==> src/sv/sndva_pkg.sv <==
// Shared types and constants of the sound voice allocator.
`timescale 1ns / 1ps

package sndva_pkg;

	localparam int DYNAMIC_CHANNELS = 8;
	localparam int IDX_W = (DYNAMIC_CHANNELS > 1) ? $clog2(DYNAMIC_CHANNELS) : 1;
	localparam int CHAN_W = 3;

	typedef logic [IDX_W-1:0] idx_t;
	typedef logic [CHAN_W-1:0] chan_t;

	localparam idx_t IDX_LAST = idx_t'(DYNAMIC_CHANNELS - 1);

	// Request codes.
	localparam logic [1:0] OP_START = 2'd0;
	localparam logic [1:0] OP_STOP = 2'd1;
	localparam logic [1:0] OP_CLEAR = 2'd2;

	// For a start, a sub-channel of all ones asks for any slot of the entity.
	localparam logic [3:0] SUB_ANY = 4'hF;
	localparam logic [3:0] SUB_NONE = 4'h0;

	localparam logic [31:0] LIFE_START = 32'h7FFF_FFFF;

	// Response codes.
	localparam logic [2:0] STS_STARTED = 3'd0;
	localparam logic [2:0] STS_NO_FREE = 3'd1;
	localparam logic [2:0] STS_STOPPED = 3'd2;
	localparam logic [2:0] STS_MISS = 3'd3;
	localparam logic [2:0] STS_CLEARED = 3'd4;

	typedef enum logic [1:0] {
		S_IDLE,
		S_SCAN,
		S_FIN
	} state_t;

endpackage

==> src/sv/sound_voice_allocator_unit.sv <==
// Voice allocator: channel table and a sequential scan over its entries.
//
// Channel  Signals                                           Dir  Handshake
// req      op entity sub_channel will_play sound_length now  in   req_valid / req_ready
// rsp      status channel same_owner                         out  rsp_valid / rsp_ready
// cfg      cfg_wdata (viewer entity)                         in   cfg_we, no wait
//
// A start or stop visits one table entry per cycle through a single compare unit,
// a start ending early on a same-owner match and a stop on a hit, and then commits;
// a clear goes from acceptance straight to the commit. The block takes one request
// at a time and is ready again in the cycle after the result register is loaded.
// Reset empties the table and sets the viewer entity to 1.
// A stalled response holds in the result register; the commit waits until it is taken.
`timescale 1ns / 1ps

module sound_voice_allocator_unit (
	input  logic                clk,
	input  logic                arst_n,
	input  logic                cfg_we,
	input  logic [15:0]         cfg_wdata,
	input  logic                req_valid,
	output logic                req_ready,
	input  logic [1:0]          op,
	input  logic [15:0]         entity,
	input  logic signed [3:0]   sub_channel,
	input  logic                will_play,
	input  logic [23:0]         sound_length,
	input  logic [29:0]         now,
	output logic                rsp_valid,
	input  logic                rsp_ready,
	output logic [2:0]          status,
	output logic [2:0]          channel,
	output logic                same_owner
);

	localparam int NCH = sndva_pkg::DYNAMIC_CHANNELS;

	sndva_pkg::state_t state_q, state_d;

	logic [15:0] viewer_q;

	logic [15:0] owner_entity_q [NCH];
	logic [3:0]  owner_slot_q [NCH];
	logic [31:0] end_time_q [NCH];
	logic        playing_q [NCH];

	logic [1:0]  op_q;
	logic [15:0] ent_q;
	logic [3:0]  sub_q;
	logic        play_q;
	logic [23:0] len_q;
	logic [29:0] now_q;

	sndva_pkg::idx_t idx_q, pick_q;
	logic            found_q, same_q;
	logic [31:0]     best_q;

	logic                rsp_valid_q, same_owner_q;
	logic [2:0]          status_q;
	sndva_pkg::chan_t    channel_q;

	logic        accept, load;
	logic [15:0] cur_ent;
	logic [3:0]  cur_slot;
	logic        cur_play;
	logic [31:0] left;
	logic        is_same, guarded, closer, stop_hit, last;

	// Current entry of the scan and the shared compare unit.
	always_comb begin
		cur_ent = owner_entity_q[idx_q];
		cur_slot = owner_slot_q[idx_q];
		cur_play = playing_q[idx_q];
		left = end_time_q[idx_q] - {2'b00, now_q};
		closer = $signed(left) < $signed(best_q);
		is_same = (sub_q != sndva_pkg::SUB_NONE) && (cur_ent == ent_q) &&
			((cur_slot == sub_q) || (sub_q == sndva_pkg::SUB_ANY));
		guarded = (cur_ent == viewer_q) && (ent_q != viewer_q) && cur_play;
		stop_hit = (cur_ent == ent_q) && (cur_slot == sub_q);
		last = (idx_q == sndva_pkg::IDX_LAST);
	end

	always_ff @(posedge clk or negedge arst_n) begin
		if (!arst_n) begin
			state_q <= sndva_pkg::S_IDLE;
		end else begin
			state_q <= state_d;
		end
	end

	always_comb begin
		state_d = state_q;
		req_ready = 1'b0;
		load = 1'b0;
		case (state_q)
			sndva_pkg::S_IDLE: begin
				req_ready = 1'b1;
				if (req_valid) begin
					if (op == sndva_pkg::OP_START || op == sndva_pkg::OP_STOP) begin
						state_d = sndva_pkg::S_SCAN;
					end else if (op == sndva_pkg::OP_CLEAR) begin
						state_d = sndva_pkg::S_FIN;
					end
				end
			end
			sndva_pkg::S_SCAN: begin
				if (op_q == sndva_pkg::OP_START) begin
					if (is_same || last) begin
						state_d = sndva_pkg::S_FIN;
					end
				end else if (stop_hit || last) begin
					state_d = sndva_pkg::S_FIN;
				end
			end
			sndva_pkg::S_FIN: begin
				load = !rsp_valid_q || rsp_ready;
				if (load) begin
					state_d = sndva_pkg::S_IDLE;
				end
			end
			default: begin
				state_d = sndva_pkg::S_IDLE;
			end
		endcase
	end

	assign accept = req_valid && req_ready;

	always_ff @(posedge clk or negedge arst_n) begin
		if (!arst_n) begin
			viewer_q <= 16'd1;
		end else if (cfg_we) begin
			viewer_q <= cfg_wdata;
		end
	end

	// Request capture and scan bookkeeping.
	always_ff @(posedge clk or negedge arst_n) begin
		if (!arst_n) begin
			idx_q <= '0;
			pick_q <= '0;
			found_q <= 1'b0;
			same_q <= 1'b0;
			best_q <= sndva_pkg::LIFE_START;
			op_q <= sndva_pkg::OP_START;
		end else if (accept) begin
			idx_q <= '0;
			pick_q <= '0;
			found_q <= 1'b0;
			same_q <= 1'b0;
			best_q <= sndva_pkg::LIFE_START;
			op_q <= op;
		end else if (state_q == sndva_pkg::S_SCAN) begin
			idx_q <= sndva_pkg::idx_t'(idx_q + 1'b1);
			if (op_q == sndva_pkg::OP_START) begin
				if (is_same) begin
					pick_q <= idx_q;
					same_q <= 1'b1;
					found_q <= 1'b1;
				end else if (!guarded && closer) begin
					best_q <= left;
					pick_q <= idx_q;
					found_q <= 1'b1;
				end
			end else if (stop_hit) begin
				pick_q <= idx_q;
				found_q <= 1'b1;
			end
		end
	end

	always_ff @(posedge clk) begin
		if (accept) begin
			ent_q <= entity;
			sub_q <= sub_channel;
			play_q <= will_play;
			len_q <= sound_length;
			now_q <= now;
		end
	end

	// Channel table; it is changed only when the result is committed.
	always_ff @(posedge clk or negedge arst_n) begin
		if (!arst_n) begin
			for (int i = 0; i < NCH; i++) begin
				owner_entity_q[i] <= '0;
				owner_slot_q[i] <= '0;
				end_time_q[i] <= '0;
				playing_q[i] <= 1'b0;
			end
		end else if (load) begin
			if (op_q == sndva_pkg::OP_CLEAR) begin
				for (int i = 0; i < NCH; i++) begin
					owner_entity_q[i] <= '0;
					owner_slot_q[i] <= '0;
					end_time_q[i] <= '0;
					playing_q[i] <= 1'b0;
				end
			end else if (found_q) begin
				if (op_q == sndva_pkg::OP_START) begin
					owner_entity_q[pick_q] <= ent_q;
					owner_slot_q[pick_q] <= sub_q;
					playing_q[pick_q] <= play_q;
					end_time_q[pick_q] <= play_q ? ({2'b00, now_q} + {8'd0, len_q}) : 32'd0;
				end else begin
					end_time_q[pick_q] <= '0;
					playing_q[pick_q] <= 1'b0;
				end
			end
		end
	end

	// Result register.
	always_ff @(posedge clk or negedge arst_n) begin
		if (!arst_n) begin
			rsp_valid_q <= 1'b0;
			status_q <= sndva_pkg::STS_STARTED;
			channel_q <= '0;
			same_owner_q <= 1'b0;
		end else if (load) begin
			rsp_valid_q <= 1'b1;
			channel_q <= found_q ? sndva_pkg::chan_t'(pick_q) : '0;
			same_owner_q <= 1'b0;
			if (op_q == sndva_pkg::OP_CLEAR) begin
				status_q <= sndva_pkg::STS_CLEARED;
				channel_q <= '0;
			end else if (op_q == sndva_pkg::OP_START) begin
				status_q <= found_q ? sndva_pkg::STS_STARTED : sndva_pkg::STS_NO_FREE;
				same_owner_q <= same_q;
			end else begin
				status_q <= found_q ? sndva_pkg::STS_STOPPED : sndva_pkg::STS_MISS;
			end
		end else if (rsp_ready) begin
			rsp_valid_q <= 1'b0;
		end
	end

	assign rsp_valid = rsp_valid_q;
	assign status = status_q;
	assign channel = channel_q;
	assign same_owner = same_owner_q;

endmodule

==> config.mk <==
export PLATFORM = sky130hd
export DESIGN_NAME = sound_voice_allocator_unit
export DESIGN_NICKNAME = d
export VERILOG_FILES = /design/src/sv/sndva_pkg.sv /design/src/sv/sound_voice_allocator_unit.sv
export SDC_FILE = /design/constraint.sdc
export NUM_CORES = 1
export LEC_CHECK = 0
export BUFFER_PORTS_ARGS = -buffer_cell sky130_fd_sc_hd__buf_2
export CAP_MARGIN = 20
export CELL_PAD_IN_SITES_DETAIL_PLACEMENT = 1
export CELL_PAD_IN_SITES_GLOBAL_PLACEMENT = 2
export CORE_MARGIN = 2
export CORE_UTILIZATION = 47
export DETAILED_ROUTE_END_ITERATION = 10
export GPL_TIMING_DRIVEN = 0
export PLACE_DENSITY = 0.87
export SLEW_MARGIN = 20
export SYNTH_ARGS = -nofsm -noshare
export SYNTH_HDL_FRONTEND = slang
export SYNTH_SLANG_ARGS = --single-unit
==> constraint.sdc <==
create_clock -name clk -period 11.6 [get_ports clk]
set_input_delay 1.74 -clock clk [delete_from_list [all_inputs] [get_ports clk]]
set_output_delay 1.74 -clock clk [all_outputs]
set_load 0.05 [all_outputs]
# ---- Word-level counts from Yosys, hierarchy flattened
# Index checks and enable logic that the tools add are counted.
dict set report word_totals {
  elab_cells 193
  reg_bits 567
  output_inout_bits 9
}
dict set report op_classes {
  mux 80
  n_reduce_logical 33
  n_eq_ne 18
  magnitude_cmp 4
  bitwise 6
  add_sub_neg 3
}
# op n
set ops {}
lappend ops {{two-way mux 256 bit} 3}
lappend ops {{two-way mux 128 bit} 3}
lappend ops {{two-way mux 32 bit} 11}
lappend ops {{AND 256 bit} 1}
lappend ops {{bitwise mux 256 bit} 1}
lappend ops {{inverter 256 bit} 1}
lappend ops {{bitwise mux 128 bit} 1}
lappend ops {{binary-select mux 32 bit (select 3 bit)} 1}
lappend ops {{demux 32 bit (select 3 bit)} 1}
lappend ops {{binary-select mux 16 bit (select 3 bit)} 1}
lappend ops {{demux 16 bit (select 3 bit)} 1}
lappend ops {{two-way mux 16 bit} 3}
lappend ops {{two-way mux 3 bit} 11}
lappend ops {{bitwise mux 32 bit} 1}
lappend ops {{== test 16 bit} 2}
lappend ops {{less-than comparator 32 bit} 1}
lappend ops {{subtractor 32 x 30 -> 32 bit} 1}
lappend ops {{adder 30 x 24 -> 31 bit} 1}
lappend ops {{two-way mux 31 bit} 1}
lappend ops {{two-way mux 8 bit} 3}
lappend ops {{two-way mux 1 bit} 21}
lappend ops {{two-way mux 2 bit} 8}
lappend ops {{inequality test 16 bit} 1}
lappend ops {{nonzero test 2 bit} 7}
lappend ops {{32 further kinds} 58}

# ---- Logic depth before layout (Yosys ltp)
dict set report logic_depth {
  ltp_word 14
  depth_mapped 30
  depth_no_buf 22
}

# ---- Worst setup path before layout
# Ideal clock, no wire load.
dict set report synth_path {
  path_type {register -> register}
  start {register idx_q[0]}
  end {register best_q[31]}
  setup_slack_ns 4.513
  stages_incl_launch_ff 28
  arrival_time_ns 6.960
  period_less_slack_ns 7.087
  cell_sequence {dfrtp_1 > buf_6 > buf_6 > buf_2 > buf_2 > buf_2 > buf_1 > mux4_2 > mux2_2 > ha_1 > and3_1 > and3_1 > o2111ai_1 > a211oi_1 > a2111oi_1 > o21ai_1 > a311o_1 > xor2_1 > ha_1 > nand4_1 > nor2_1 > o21a_1 > o31a_1 > or4_1 > a21oi_1 > nand2b_1 > buf_4 > mux2_1}
}
dict set report synth_via {
  elab_chain_len 11
}
# item line
set synth_rtl {}
lappend synth_rtl {{start, declared} sound_voice_allocator_unit.sv:54} ;# sndva_pkg::idx_t idx_q, pick_q;
lappend synth_rtl {{start signal, assigned} sound_voice_allocator_unit.sv:154} ;# idx_q <= sndva_pkg::idx_t'(idx_q + 1'b1);
lappend synth_rtl {{inverter 3 -> 4 bit (implied by the code) *} -}
lappend synth_rtl {{parallel branches: the longest is 10 deep, another holds subtractor 32 x 30 -> 32 bit} -}
lappend synth_rtl {{end signal, assigned} sound_voice_allocator_unit.sv:144} ;# best_q <= sndva_pkg::LIFE_START;
lappend synth_rtl {{end signal, assigned} sound_voice_allocator_unit.sv:151} ;# best_q <= sndva_pkg::LIFE_START;
lappend synth_rtl {{end signal, assigned} sound_voice_allocator_unit.sv:161} ;# best_q <= left;
lappend synth_rtl {{end, declared} sound_voice_allocator_unit.sv:56} ;# logic [31:0] best_q;
# Every way passes the cells marked *. The select of a mux whose other input is x is not followed.
# A chain may end at the register's enable or synchronous reset.

# ---- Worst setup path after layout
dict set report layout_path {
  start {register idx_q[0]}
  end {register best_q[3]}
}
# The elaborated chain is that of the path after synthesis.

==> flow_summary.json <==
{
  "status": "completed",
  "rows": 89,
  "die_x_um": 247.7,
  "antenna_found_initial": 1,
  "die_h_um": 247.7,
  "holdWs_ns": 0.4770,
  "final_antenna_net_count": 0,
  "h-tree-depth": 3,
  "rsz0062_at_grt": "false",
  "timing.final.crit_share_pct": 80.81,
  "crit_path_frequent_cell": "buf_2",
  "place.gp.congestion": 0.8540,
  "yosys.area.top_type": "dfrtp_1",
  "die_area_sq_mm": 0.06133,
  "path_clk_slew_ns": 0.06,
  "cts-root-buf": "clkbuf_16",
  "finalCriticalPeriod_ns": 9.374,
  "io_pins": 107,
  "ys_seq_area_share_pct": 52.34,
  "fmax_ghz": 0.1067,
  "hold_class": "reg2reg",
  "clock-sinks": 567,
  "grt_remaining_overflow": 0,
  "drt-vias-per-instance": 6.535,
  "n_antenna_cell": 0,
  "drive_above_1_share_pct": 17.10,
  "nFillCells": 6139,
  "cp-end-kind": "flop",
  "cts_made_buffers": 67,
  "required_ns": 12.12,
  "syn_area_sq_mm": 0.02790,
  "syn_inst": 2320,
  "critical_path_class": "reg2reg",
  "path_max_fanout": 10,
  "cts_resized": 0,
  "wirelength_um": 96960,
  "crit_slowest_cell": "a2111oi_1",
  "grt_pass1_wl_um": 147000,
  "peakVddDrop_mv": 0.2500,
  "maxCapViolCount": 0,
  "dr.first_iter.drc_count": 1884,
  "cp-startpoint": "idx_q[0]",
  "avgSynthCellArea_sq_um": 12.03,
  "async_reset_ff_share_pct": 86.77,
  "tns_ns": 0,
  "worstSetupStartpointType": "flop",
  "start_util_pct": 47.37,
  "placed_cell_area_sq_mm": 0.02958,
  "reg2reg_slack_ns": 2.23,
  "port_buffers": 105,
  "crit_path_max_incr_delay_ns": 0.95,
  "finalHoldViolations": 0,
  "grt_pass1_vias": 22860,
  "synth_top_area_share_pct": 41.25,
  "timing.hold.worst.start": "end_time_q[40]",
  "p_per_area_mw_per_mm2": 274.7,
  "setup_viol_count_final": 0,
  "drt-pass1-iter-count": 5,
  "yosys.cell_types.count": 72,
  "fin_nets": 2687,
  "yosys_warnings": 0,
  "fin_skew_ns": 0.02311,
  "max-slew-margin-rel_pct": 18.71,
  "hpwlAfterDp_um": 67900,
  "leakagePower_uw": 0.01430,
  "cts_tree": "built",
  "routed-via-count": 21720,
  "postCtsSetupBuffers": 0,
  "grt_util_all_layers_pct": 32.33,
  "worst_pin_slew_ns": 1.211,
  "grt_max_degree": 107,
  "coreArea_sq_mm": 0.05891,
  "final_cell_area_sq_mm": 0.03176,
  "synth_edf_count": 75,
  "wire_per_inst_um": 29.18,
  "layout.area.seq_sq_mm": 0.01460,
  "drc": 0,
  "synth-main-ff-cell": "dfrtp_1",
  "crit_arrival_ns": 9.89,
  "synthTopCellsByArea": "dfrtp_1, a22o_1, edfxtp_1",
  "r2r-start": "idx_q[0]",
  "syn_to_final_growth_pct": 13.82,
  "cts_hold_buf": 0,
  "cts_buffer_depth": 3,
  "synth_nets": 2507,
  "multi_input_area_sq_mm": 0.01237,
  "drv_slew": 0,
  "synth-seq-cells": 567,
  "worstSkewPairLatency_ns": 0.61
}
-- sequential cells by signal, summed over array words and instances (netlist names), 4 cells and up --
signal and cells:
end_time_q 256, owner_entity_q 128, best_q 32, owner_slot_q 32, now_q 30, len_q 24, ent_q 16, viewer_q 16
playing_q 8, sub_q 4
-- per-layer routing --
layer	GRT usage, %	vias to the layer above	share of wire (%)
met5	0	-	0.013
met1	45.18	11520	43
met2	49.65	925	46
met4	10.73	2	3.2
met3	7.829	179	8.6
li1	-	9092	-
-- placed cells by master (no fill, tap or decap), types with 7 or more instances in the layout --
cell / netlist / routed
o21ai_0: 136 / 136
clkbuf_16: 0 / 69
xnor2_1: 67 / 66
ha_1: 87 / 87
nor4_1: 8 / 8
nor3_1: 31 / 31
o211ai_1: 12 / 12
nand3b_1: 15 / 15
nand4_1: 14 / 14
dfstp_2: 32 / 32
mux2i_1: 31 / 31
clkbuf_1: 117 / 133
xor2_1: 33 / 32
a21o_1: 42 / 42
buf_1: 14 / 13
nand2b_1: 14 / 14
and3_1: 11 / 11
nand2_1: 172 / 172
mux2_2: 57 / 57
buf_2: 17 / 121
edfxtp_1: 75 / 75
clkbuf_8: 0 / 11
nand3_1: 37 / 37
a21oi_1: 87 / 87
o22ai_1: 7 / 7
mux4_2: 94 / 94
a22o_1: 303 / 303
dfrtp_1: 460 / 460
o21bai_1: 9 / 9
clkinv_2: 0 / 11
o21ai_1: 26 / 26
o21a_1: 18 / 18
nor2_1: 65 / 65
a22oi_1: 20 / 20
nor2b_1: 8 / 8
and2_1: 16 / 16
inv_1: 75 / 75
a31oi_1: 30 / 30
-- critical path: cells and delay by family, from the launching register on --
| family | cells | cell delay, ns |
|---|---|---|
| AO/OA/AOI/OAI | 10 | 3.11 |
| XOR/XNOR | 1 | 0.26 |
| adder cells (fa/ha/maj) | 2 | 0.57 |
| buffers and inverters | 8 | 2.89 |
| flip-flops | 1 | 0.38 |
| multiplexers | 2 | 1.08 |
| AND/OR/NAND/NOR | 5 | 0.97 |
-- synth_stat cells (5+ instances only) --
master,n
a211oi_1,6
a21o_1,42
a21oi_1,87
a22o_1,303
a22oi_1,20
a31oi_1,30
and2_1,16
and3_1,11
buf_1,14
buf_2,17
buf_4,5
clkbuf_1,117
dfrtp_1,460
dfstp_2,32
edfxtp_1,75
ha_1,87
inv_1,75
mux2_2,57
mux2i_1,31
mux4_2,94
nand2_1,172
nand2b_1,14
nand3_1,37
nand3b_1,15
nand4_1,14
nor2_1,65
nor2b_1,8
nor3_1,31
nor4_1,8
o211ai_1,12
o21a_1,18
o21ai_0,136
o21ai_1,26
o21bai_1,9
o22ai_1,7
or3_1,6
or4_1,5
xnor2_1,67
xor2_1,33
-- power breakdown --
| part | internal (uW) | switching [uW] | leakage, uW |
|---|---|---|---|
| Sequential | 2640 | 358 | 0.00726 |
| Clock | 1250 | 869 | 0.00106 |
| Combinational | 1400 | 2210 | 0.00598 |
| Total | 5290 | 3430 | 0.0143 |
-- stage by stage --
stage	std cells	util [%]	total power (uW)	setup WS, ns
after global placement	3198	49.90	6348	-0.9835
after CTS	3323	53.89	8685	1.974
final	3323	53.91	8724	2.226
after floorplan	2320	-	5288	4.513
after global routing	3323	53.91	9169	1.679
after detailed placement	3204	50.21	6523	2.000
-- final timing paths --
path                                   end  cells past startpoint
max                              best_q[3]                     28
max reg2reg                      best_q[3]                     28
max in group asynchronous      viewer_q[1]                      6
min                         end_time_q[40]                      2
min reg2reg                 end_time_q[40]                      2
min in group asynchronous  end_time_q[179]                      1
-- cell type report --
type / count / area share, %
plain buffers: 157 / 2.080
clock buffers: 96 / 6.103
clock inverters: 23 / 0.7210
inverters: 76 / 0.9140
multi-input cells: 1520 / 38.95
flip-flops and latches: 567 / 45.98
well taps: 773 / 3.045
repair buffers: 111 / 2.206
-- logic make-up (layout without fill, tap and decap cells) --
logic type	count (synthesis)	count (layout)	synth area share, %
adders and majority gates	89	89	4.045
and+or+nand+nor	414	414	7.013
DFF	567	567	52.34
AOI/OAI and AO/OA	730	730	18.79
muxes	187	187	11.29
buffers and inverters	233	463	3.385
xor gates and xnor gates	100	100	3.139
(Power assumes the default switching activity.)
